[config.mk]
export PLATFORM = sky130hd
export DESIGN_NAME = argb_pixel_blend_unit
export DESIGN_NICKNAME = d
export VERILOG_FILES = /design/src/apbu_pkg.sv /design/src/argb_pixel_blend_unit.sv /design/src/apbu_decode.sv /design/src/apbu_lane.sv
export SDC_FILE = /design/constraint.sdc
export NUM_CORES = 2
export LEC_CHECK = 0
export BUFFER_PORTS_ARGS = -buffer_cell sky130_fd_sc_hd__buf_4
export CAP_MARGIN = 15
export CORE_AREA = 8 8 249 251
export CTS_CLUSTER_DIAMETER = 30
export CTS_CLUSTER_SIZE = 20
export DETAILED_ROUTE_END_ITERATION = 8
export DIE_AREA = 0 0 257 259
export GPL_TIMING_DRIVEN = 1
export PLACE_DENSITY = 0.78
export SLEW_MARGIN = 10
export SYNTH_ARGS = -nofsm -noshare
export SYNTH_HDL_FRONTEND = slang
export SYNTH_SLANG_ARGS = --single-unit
[constraint.sdc]
create_clock -name i_clk -period 5.5 [get_ports i_clk]
set_input_delay 1.1 -clock i_clk [delete_from_list [all_inputs] [get_ports i_clk]]
set_output_delay 1.1 -clock i_clk [all_outputs]
set_load 0.01 [all_outputs]
[src/apbu_pkg.sv]
`timescale 1ns / 1ps
// Shared types, opcodes and register indexes of the ARGB pixel blend unit.
package apbu_pkg;

    localparam int PIX_W  = 32;
    localparam int CH_W   = 8;
    localparam int WGT_W  = 9;
    localparam int PROD_W = CH_W + WGT_W;
    localparam int OP_W   = 4;
    localparam int IDX_W  = 2;
    localparam int NUM_CH = 4;

    localparam logic [WGT_W-1:0] WGT_FULL = WGT_W'(256);
    localparam logic [CH_W-1:0]  CH_MAX   = CH_W'(255);

    typedef enum logic [OP_W-1:0] {
        OP_COPY      = 4'd0,
        OP_OVER      = 4'd1,
        OP_RATE      = 4'd2,
        OP_TINT      = 4'd3,
        OP_MASK_FILL = 4'd4,
        OP_MIX       = 4'd5,
        OP_FADE      = 4'd6,
        OP_COV_COLOR = 4'd7,
        OP_COV_PMUL  = 4'd8,
        OP_SET_ALPHA = 4'd9,
        OP_FILL      = 4'd10
    } t_opcode;

    typedef enum logic [IDX_W-1:0] {
        REG_BLEND_RATE = 2'd0,
        REG_FILL_COLOR = 2'd1,
        REG_FILL_MASK  = 2'd2
    } t_reg_idx;

    // One channel's job: base*w_base + targ*w_targ, then either floor of the
    // sum over 256 (lerp) or the sum of each product floored separately.
    typedef struct packed {
        logic [CH_W-1:0]  base;
        logic [CH_W-1:0]  targ;
        logic [WGT_W-1:0] w_base;
        logic [WGT_W-1:0] w_targ;
        logic             split;
    } t_lane_ctl;

    function automatic t_lane_ctl lerp_ctl(input logic [CH_W-1:0] base,
                                           input logic [CH_W-1:0] targ,
                                           input logic [WGT_W-1:0] rate);
        t_lane_ctl c;
        c.base   = base;
        c.targ   = targ;
        c.w_base = WGT_FULL - rate;
        c.w_targ = rate;
        c.split  = 1'b0;
        return c;
    endfunction

    function automatic t_lane_ctl keep_ctl(input logic [CH_W-1:0] base);
        t_lane_ctl c;
        c.base   = base;
        c.targ   = '0;
        c.w_base = WGT_FULL;
        c.w_targ = '0;
        c.split  = 1'b1;
        return c;
    endfunction

endpackage

[src/argb_pixel_blend_unit.sv]
`timescale 1ns / 1ps
// Top level of the ARGB8888 pixel blend unit: config registers and pipeline.
// A beat accepted on start passes the decode, lane product and output registers (three
//   register stages) and then shows its result on o_result_pixel with o_result_valid high.
// Throughput: one pixel per clock; busy stays low since every stage advances each cycle.
// The receiver cannot stall, so results are never held back.
// Reset (synchronous, active low) clears all valid bits and sets blend_rate to 256,
//   fill_color and fill_mask to zero; configuration writes are always ready.
module argb_pixel_blend_unit (
    input  logic                              i_clk,
    input  logic                              i_rst_n,
    // Item channel
    input  logic                              start,
    output logic                              busy,
    input  logic [apbu_pkg::OP_W-1:0]         i_opcode,
    input  logic [apbu_pkg::PIX_W-1:0]        i_src_pixel,
    input  logic [apbu_pkg::PIX_W-1:0]        i_second_pixel,
    input  logic [apbu_pkg::PIX_W-1:0]        i_dst_pixel,
    input  logic [apbu_pkg::CH_W-1:0]         i_coverage,
    // Result channel
    output logic                              o_result_valid,
    output logic [apbu_pkg::PIX_W-1:0]        o_result_pixel,
    // Configuration write channel
    input  logic                              i_cfg_valid,
    output logic                              o_cfg_ready,
    input  logic [apbu_pkg::IDX_W-1:0]        i_cfg_index,
    input  logic [apbu_pkg::PIX_W-1:0]        i_cfg_data
);

    localparam int CW = apbu_pkg::CH_W;

    logic [apbu_pkg::WGT_W-1:0] r_blend_rate;
    logic [apbu_pkg::PIX_W-1:0] r_fill_color;
    logic [apbu_pkg::PIX_W-1:0] r_fill_mask;

    logic                                       in_fire;
    logic                                       s1_valid;
    logic                                       s1_bypass;
    logic [apbu_pkg::PIX_W-1:0]                 s1_bypass_pixel;
    apbu_pkg::t_lane_ctl [apbu_pkg::NUM_CH-1:0] s1_ctl;

    logic                       r_s2_valid;
    logic                       r_s2_bypass;
    logic [apbu_pkg::PIX_W-1:0] r_s2_bypass_pixel;
    logic [apbu_pkg::PIX_W-1:0] s2_blend_pixel;

    logic                       r_out_valid;
    logic [apbu_pkg::PIX_W-1:0] r_out_pixel;
    logic [apbu_pkg::PIX_W-1:0] n_out_pixel;

    // No backpressure anywhere: every stage advances every cycle.
    assign busy        = 1'b0;
    assign o_cfg_ready = 1'b1;
    assign in_fire     = start && !busy;

    // Configuration registers; an index beyond the list is dropped.
    always_ff @(posedge i_clk) begin
        if (!i_rst_n) begin
            r_blend_rate <= apbu_pkg::WGT_FULL;
            r_fill_color <= '0;
            r_fill_mask  <= '0;
        end else if (i_cfg_valid && o_cfg_ready) begin
            case (i_cfg_index)
                apbu_pkg::REG_BLEND_RATE: r_blend_rate <= i_cfg_data[apbu_pkg::WGT_W-1:0];
                apbu_pkg::REG_FILL_COLOR: r_fill_color <= i_cfg_data;
                apbu_pkg::REG_FILL_MASK:  r_fill_mask  <= i_cfg_data;
                default: begin
                end
            endcase
        end
    end

    // Stage 1: decode into lane weights or a whole-pixel bypass.
    apbu_decode u_decode (
        .i_clk          (i_clk),
        .i_rst_n        (i_rst_n),
        .i_valid        (in_fire),
        .i_opcode       (i_opcode),
        .i_src_pixel    (i_src_pixel),
        .i_second_pixel (i_second_pixel),
        .i_dst_pixel    (i_dst_pixel),
        .i_coverage     (i_coverage),
        .i_blend_rate   (r_blend_rate),
        .i_fill_color   (r_fill_color),
        .i_fill_mask    (r_fill_mask),
        .o_valid        (s1_valid),
        .o_bypass       (s1_bypass),
        .o_bypass_pixel (s1_bypass_pixel),
        .o_ctl          (s1_ctl)
    );

    // Stage 2: one multiplier pair per channel, alpha in the top lane.
    for (genvar g = 0; g < apbu_pkg::NUM_CH; g++) begin : g_lane
        apbu_lane u_lane (
            .i_clk  (i_clk),
            .i_ctl  (s1_ctl[g]),
            .o_chan (s2_blend_pixel[g*CW +: CW])
        );
    end

    // Carry the valid bit and bypass pixel alongside the lane products.
    always_ff @(posedge i_clk) begin
        if (!i_rst_n) begin
            r_s2_valid  <= 1'b0;
            r_out_valid <= 1'b0;
        end else begin
            r_s2_valid  <= s1_valid;
            r_out_valid <= r_s2_valid;
        end
    end

    always_ff @(posedge i_clk) begin
        r_s2_bypass       <= s1_bypass;
        r_s2_bypass_pixel <= s1_bypass_pixel;
    end

    // Stage 3: select the bypass pixel or the combined lanes into the output register.
    assign n_out_pixel = r_s2_bypass ? r_s2_bypass_pixel : s2_blend_pixel;

    always_ff @(posedge i_clk) begin
        r_out_pixel <= n_out_pixel;
    end

    assign o_result_valid = r_out_valid;
    assign o_result_pixel = r_out_pixel;

endmodule

[src/apbu_decode.sv]
`timescale 1ns / 1ps
// Stage 1: decode the opcode into per-channel weights or a whole-pixel bypass.
module apbu_decode (
    input  logic                                i_clk,
    input  logic                                i_rst_n,
    input  logic                                i_valid,
    input  logic [apbu_pkg::OP_W-1:0]           i_opcode,
    input  logic [apbu_pkg::PIX_W-1:0]          i_src_pixel,
    input  logic [apbu_pkg::PIX_W-1:0]          i_second_pixel,
    input  logic [apbu_pkg::PIX_W-1:0]          i_dst_pixel,
    input  logic [apbu_pkg::CH_W-1:0]           i_coverage,
    input  logic [apbu_pkg::WGT_W-1:0]          i_blend_rate,
    input  logic [apbu_pkg::PIX_W-1:0]          i_fill_color,
    input  logic [apbu_pkg::PIX_W-1:0]          i_fill_mask,
    output logic                                o_valid,
    output logic                                o_bypass,
    output logic [apbu_pkg::PIX_W-1:0]          o_bypass_pixel,
    output apbu_pkg::t_lane_ctl [apbu_pkg::NUM_CH-1:0] o_ctl
);

    localparam int CW = apbu_pkg::CH_W;

    logic                                      r_valid;
    logic                                      n_bypass;
    logic                                      r_bypass;
    logic [apbu_pkg::PIX_W-1:0]                n_bypass_pixel;
    logic [apbu_pkg::PIX_W-1:0]                r_bypass_pixel;
    apbu_pkg::t_lane_ctl [apbu_pkg::NUM_CH-1:0] n_ctl;
    apbu_pkg::t_lane_ctl [apbu_pkg::NUM_CH-1:0] r_ctl;

    logic [apbu_pkg::WGT_W-1:0] rate;
    logic [apbu_pkg::WGT_W-1:0] k_src;
    logic [apbu_pkg::WGT_W-1:0] k_cov;
    logic                       rate_full;
    logic                       rate_zero;
    logic [CW-1:0]              dst_a;

    // Channel 3 is alpha, channel 0 is blue.
    function automatic logic [CW-1:0] ch(input logic [apbu_pkg::PIX_W-1:0] p,
                                         input int unsigned idx);
        return p[idx*CW +: CW];
    endfunction

    always_comb begin
        // Rates above 256 saturate.
        rate      = i_blend_rate[apbu_pkg::WGT_W-1] ? apbu_pkg::WGT_FULL : i_blend_rate;
        rate_full = (rate == apbu_pkg::WGT_FULL);
        rate_zero = (rate == '0);
        k_src     = {1'b0, ch(i_src_pixel, 3)} + apbu_pkg::WGT_W'(ch(i_src_pixel, 3) != '0);
        k_cov     = {1'b0, i_coverage} + apbu_pkg::WGT_W'(i_coverage != '0);
        dst_a     = ch(i_dst_pixel, 3);

        n_bypass       = 1'b1;
        n_bypass_pixel = i_dst_pixel;
        for (int i = 0; i < apbu_pkg::NUM_CH; i++) begin
            n_ctl[i] = apbu_pkg::keep_ctl(ch(i_dst_pixel, i));
        end

        case (i_opcode)
            apbu_pkg::OP_COPY: begin
                n_bypass_pixel = i_src_pixel;
            end
            apbu_pkg::OP_OVER: begin
                n_bypass = 1'b0;
                for (int i = 0; i < 3; i++) begin
                    n_ctl[i] = apbu_pkg::lerp_ctl(ch(i_dst_pixel, i), ch(i_src_pixel, i), k_src);
                end
                n_ctl[3].base   = dst_a;
                n_ctl[3].targ   = ch(i_src_pixel, 3);
                n_ctl[3].w_base = apbu_pkg::WGT_FULL - k_src;
                n_ctl[3].w_targ = apbu_pkg::WGT_FULL;
                n_ctl[3].split  = 1'b1;
            end
            apbu_pkg::OP_RATE: begin
                if (rate_full) begin
                    n_bypass_pixel = i_src_pixel;
                end else if (!rate_zero) begin
                    n_bypass = 1'b0;
                    for (int i = 0; i < 4; i++) begin
                        n_ctl[i] = apbu_pkg::lerp_ctl(ch(i_dst_pixel, i),
                                                      ch(i_src_pixel, i), rate);
                    end
                end
            end
            apbu_pkg::OP_TINT: begin
                if (rate_full) begin
                    n_bypass_pixel = i_fill_color;
                end else if (!rate_zero) begin
                    n_bypass = 1'b0;
                    for (int i = 0; i < 3; i++) begin
                        n_ctl[i] = apbu_pkg::lerp_ctl(ch(i_dst_pixel, i),
                                                      ch(i_fill_color, i), rate);
                    end
                end
            end
            apbu_pkg::OP_MASK_FILL: begin
                n_bypass_pixel = (i_dst_pixel & i_fill_mask) | (i_fill_color & ~i_fill_mask);
            end
            apbu_pkg::OP_MIX: begin
                if (rate_full) begin
                    n_bypass_pixel = i_src_pixel;
                end else if (rate_zero) begin
                    n_bypass_pixel = i_fill_color;
                end else begin
                    n_bypass = 1'b0;
                    for (int i = 0; i < 3; i++) begin
                        n_ctl[i] = apbu_pkg::lerp_ctl(ch(i_fill_color, i),
                                                      ch(i_src_pixel, i), rate);
                    end
                end
            end
            apbu_pkg::OP_FADE: begin
                if (rate_full) begin
                    n_bypass_pixel = i_src_pixel;
                end else if (rate_zero) begin
                    n_bypass_pixel = i_second_pixel;
                end else begin
                    n_bypass = 1'b0;
                    for (int i = 0; i < 3; i++) begin
                        n_ctl[i] = apbu_pkg::lerp_ctl(ch(i_second_pixel, i),
                                                      ch(i_src_pixel, i), rate);
                    end
                end
            end
            apbu_pkg::OP_COV_COLOR: begin
                n_bypass = 1'b0;
                for (int i = 0; i < 3; i++) begin
                    n_ctl[i] = apbu_pkg::lerp_ctl(ch(i_dst_pixel, i), ch(i_fill_color, i), k_cov);
                end
            end
            apbu_pkg::OP_COV_PMUL: begin
                n_bypass = 1'b0;
                for (int i = 0; i < 4; i++) begin
                    n_ctl[i].base   = ch(i_dst_pixel, i);
                    n_ctl[i].targ   = (i == 3) ? apbu_pkg::CH_MAX : ch(i_fill_color, i);
                    n_ctl[i].w_base = apbu_pkg::WGT_FULL - k_cov;
                    n_ctl[i].w_targ = k_cov;
                    n_ctl[i].split  = 1'b1;
                end
            end
            apbu_pkg::OP_SET_ALPHA: begin
                n_bypass_pixel = {i_coverage, i_dst_pixel[apbu_pkg::PIX_W-CW-1:0]};
            end
            apbu_pkg::OP_FILL: begin
                n_bypass_pixel = i_fill_color;
            end
            default: begin
                n_bypass_pixel = i_dst_pixel;
            end
        endcase
    end

    always_ff @(posedge i_clk) begin
        if (!i_rst_n) begin
            r_valid <= 1'b0;
        end else begin
            r_valid <= i_valid;
        end
    end

    always_ff @(posedge i_clk) begin
        r_bypass       <= n_bypass;
        r_bypass_pixel <= n_bypass_pixel;
        r_ctl          <= n_ctl;
    end

    assign o_valid        = r_valid;
    assign o_bypass       = r_bypass;
    assign o_bypass_pixel = r_bypass_pixel;
    assign o_ctl          = r_ctl;

endmodule

[src/apbu_lane.sv]
`timescale 1ns / 1ps
// Stage 2 of one channel: register both weighted products; combine them after.
module apbu_lane (
    input  logic                        i_clk,
    input  apbu_pkg::t_lane_ctl         i_ctl,
    output logic [apbu_pkg::CH_W-1:0]   o_chan
);

    localparam int PW = apbu_pkg::PROD_W;
    localparam int CW = apbu_pkg::CH_W;

    logic [PW-1:0] r_prod_base;
    logic [PW-1:0] r_prod_targ;
    logic          r_split;
    logic [PW:0]   sum_lerp;
    logic [PW-CW-1:0] sum_split;

    always_ff @(posedge i_clk) begin
        r_prod_base <= PW'(i_ctl.base) * PW'(i_ctl.w_base);
        r_prod_targ <= PW'(i_ctl.targ) * PW'(i_ctl.w_targ);
        r_split     <= i_ctl.split;
    end

    always_comb begin
        sum_lerp  = {1'b0, r_prod_base} + {1'b0, r_prod_targ};
        sum_split = r_prod_base[PW-1:CW] + r_prod_targ[PW-1:CW];
    end

    assign o_chan = r_split ? sum_split[CW-1:0] : sum_lerp[2*CW-1:CW];

endmodule
==> impl_metrics.ini <==
[status]
status = completed

[power]
p_sw_share_pct = 30.8
internal_power_uw = 7400
irDropWorstVdd_uv = 263
power.switching_uw = 3280
share_of_total_power_in_the_clock_network_pct = 48.6
power.sequential.fraction_pct = 33.0
leakage_uw = 0.0187
comb_power_share_pct = 18.5
fin_total_pwr_uw = 10700
power_density_mw_per_mm2 = 271

[hold_path]
holdPathStages = 0
worst_hold_path_type = register to register

[worst_setup_path]
worstPathArrival_ns = 5.38
cp_max_fo = 24
worst_path_max_delay_cell = dfxtp_1
path_delay_family = adder cells
critPathLaunchType = register
worstSetupEndpointType = register
cp_cell_sequence = nand2_1, fa_1, inv_1, fa_1, inv_1, fa_1, fa_1, inv_1, ha_1, nand2_1, o21ai_0, o41ai_1, o21ai_0, o21ai_0, a21boi_0, xor2_1
timing.critical_path.mode_cell = fa_1
path_depth = 16
crit_path_max_incr_delay_ns = 0.96
worst-r2r-cell-count = 16
cp.buffers_inverters = 3
worstSetupPathType = register to register
timing.critical_path.required_ns = 6.00

[synth]
post_synth_instance_area_mm2 = 0.0345
syn_avg_cell_area_um2 = 8.83
synth_flop_cell = dfxtp_1
yosys-top-cells-area = dfxtp_1 (23%), fa_1 (19%), ha_1 (13%)
synth_area_leader_cell = dfxtp_1
synth_top_area_share_pct = 23.5
synth_adder_area_share_pct = 31.8
syn-instance-count = 3911
fraction_of_the_mapped_netlist_area_in_compound_gates_pct = 14.2
synth_mux_area_share_pct = 0.580
synth.distinct_cells = 80
synth-edff-count = 0
postSynthRegisterBits = 405
yosys.area_share.simple_pct = 18.3
dominant_combinational_cell_family_by_area_after_synthesis = adder cells
postSynth.asyncResetShare_pct = 0
seq_area_frac_synth_pct = 23.5
postSynthNetCount = 4734
synth-xor-area-share_pct = 4.08
synth.yosys.warnings = 0

[cts]
cts.clk_slew.worst_paths_ns = 0.05
cts-root-buf = clkbuf_16
cts.sinks = 405
cts_inserted_buffers = 82
cts-hold-fix-buffers = 0
postCtsSetupRepairBufs = 0
clkLatencyLatePin_ns = 0.63
post_cts.resized_instances = 0
htree_levels = 3
tritoncts_clock_tree = done
clockBufferDepth = 3

[final_layout]
finalNetCount = 4879
syn2layout_area_growth_pct = 14.3
seqCellArea_mm2 = 0.00811
share_of_cells_above_drive_strength_1_pct = 9.63
most_frequent_standard_cell_in_the_layout_excluding_fill_and_tap_cells = inv_1
leading_cell_types_in_the_layout_fill_and_taps_excluded = inv_1 (537), and2_1 (457), dfxtp_1 (404), nand2_1 (402), ha_1 (345)
footprint_of_the_multi_input_gates_mm2 = 0.0238
num-fill-cells = 4529
antenna-diode-count = 0

[sta]
max_slew.worst_pin.slew_ns = 1.20
rsz0062_at_grt = false
final.setup.worst_slack_ns = 0.622
finalCritPeriodShare_pct = 88.7
clock.fmax_mhz = 205
finalHoldViolations = 0
setup_total_negative_slack_ns = 0
finClkSkew_ns = 0.0370
timing_max_transition_violations_final = 0
period_needed_ns = 4.88
report.final.setup_viol = 0
timing.slew.headroom_pct = 20.3

[global_route]
grt_pass1_vias = 29159
grt_util_overall_pct = 28.3
grt_max_degree = 77
grt_pass1_wl_mm = 153
globalRoute.totalOverflow = 0
antenna_found_initial = 6

[floorplanning]
io_pins = 181
floorplan.rows = 89
initial_util_pct = 59.3
chip_width_um = 257
chipHeight_um = 259
core_region_area_mm2 = 0.0582
design.die.area_mm2 = 0.0666

[place]
io_buffer_count = 178
post-dp-hpwl_mm = 71.1
place_worst_setup_slack_ns = 0.740
finalWeightedCongestion = 0.943

[run]
drv.max_cap_violation_count = 0

[route]
detail_route.wl_per_cell_um = 19.3
initialDrtViolationCount = 2714
viasPerCell = 5.79
detailedRoute.firstPassIterationCount = 8
via_count = 28337
postRouteWirelength_mm = 94.4
antenna_violating_nets_post_route = 0
drcViolationCount = 0
-- final timing paths --
path,startpoint,end,slack [ns]
hold reg to reg,u_decode.o_bypass_pixel[21],r_s2_bypass_pixel[21],0.32
setup reg to reg,u_decode.o_ctl[13],g_lane[1].u_lane.r_prod_base[14],0.62
hold / removal,u_decode.o_bypass_pixel[21],r_s2_bypass_pixel[21],0.32
setup / recovery,u_decode.o_ctl[13],g_lane[1].u_lane.r_prod_base[14],0.62
-- power groups by stage --
stage,Sequential (uW),Combinational (uW),Clock [uW]
5_1_grt,3550,2200,5380
3_5_place_dp,3560,1920,0
4_1_cts,3510,1960,5240
2_1_floorplan,3430,1320,0
3_3_place_gp,3560,1880,0
6_report,3520,1970,5190
-- sequential cells by signal, indices dropped and copies added (netlist names), 2 cells and up --
signal / flops
r_fill_color: 32
u_decode.o_ctl: 101
r_blend_rate: 9
r_s2_bypass_pixel: 32
o_result_pixel: 32
g_lane.u_lane.r_prod_base: 64
r_fill_mask: 32
g_lane.u_lane.r_prod_targ: 64
g_lane.u_lane.r_split: 2
u_decode.o_bypass_pixel: 32
-- logic make-up (layout without fill, tap and decap cells) --
family | count (synthesis) | in the layout
mux | 19 | 19
compound gates | 725 | 725
buf+inv | 690 | 902
flops | 405 | 405
other cells | 2 | 2
fa+ha+maj | 677 | 677
simple gates | 1232 | 1232
xor+xnor | 161 | 161
-- layout make-up --
| class | instances | share of cell area, % |
|---|---|---|
| tap | 773 | 2.45 |
| clock buffer | 96 | 5.51 |
| clock inverter | 55 | 2.00 |
| inverter | 541 | 5.14 |
| sequential | 405 | 20.5 |
| timing repair buffer | 210 | 4.03 |
| multi-input combinational | 2816 | 60.3 |
-- layer usage --
| layer | wire, um | track usage [%] | up-vias |
|---|---|---|---|
| met5 | 37 | 0 | - |
| met4 | 3010 | 10.0 | 6 |
| met3 | 8630 | 6.09 | 245 |
| met2 | 43000 | 45.5 | 1279 |
| met1 | 39700 | 37.5 | 13677 |
| li1 | - | - | 13130 |
-- synth_stat cells (12+ instances only) --
library cell and instances:
inv_1 537, and2_1 457, dfxtp_1 405, nand2_1 402, ha_1 345, fa_1 332, a21oi_1 162, nor2_1 142
o21ai_0 132, xnor2_1 127, clkbuf_1 118, a22oi_1 78, a21boi_0 70, nor2b_1 60, nand3_1 50, a22o_1 48
nor3_1 36, xor2_1 34, o221ai_1 32, o211ai_1 28, a221oi_1 27, o21a_1 26, buf_2 24, nand2b_1 18
a31oi_1 17, o21ai_1 12
-- through the flow --
step           cell area [um^2]  hold WS [ns]  instances  utilization [%]
6_report                  39500         0.319       4896             67.8
2_1_floorplan             34500         0.310       3911                -
5_1_grt                   39500         0.325       4896             67.8
4_1_cts                   39500         0.317       4896             67.8
3_3_place_gp              36500         0.310       4745             62.7
3_5_place_dp              36500         0.312       4745             62.7
(Power assumes the default switching activity.)
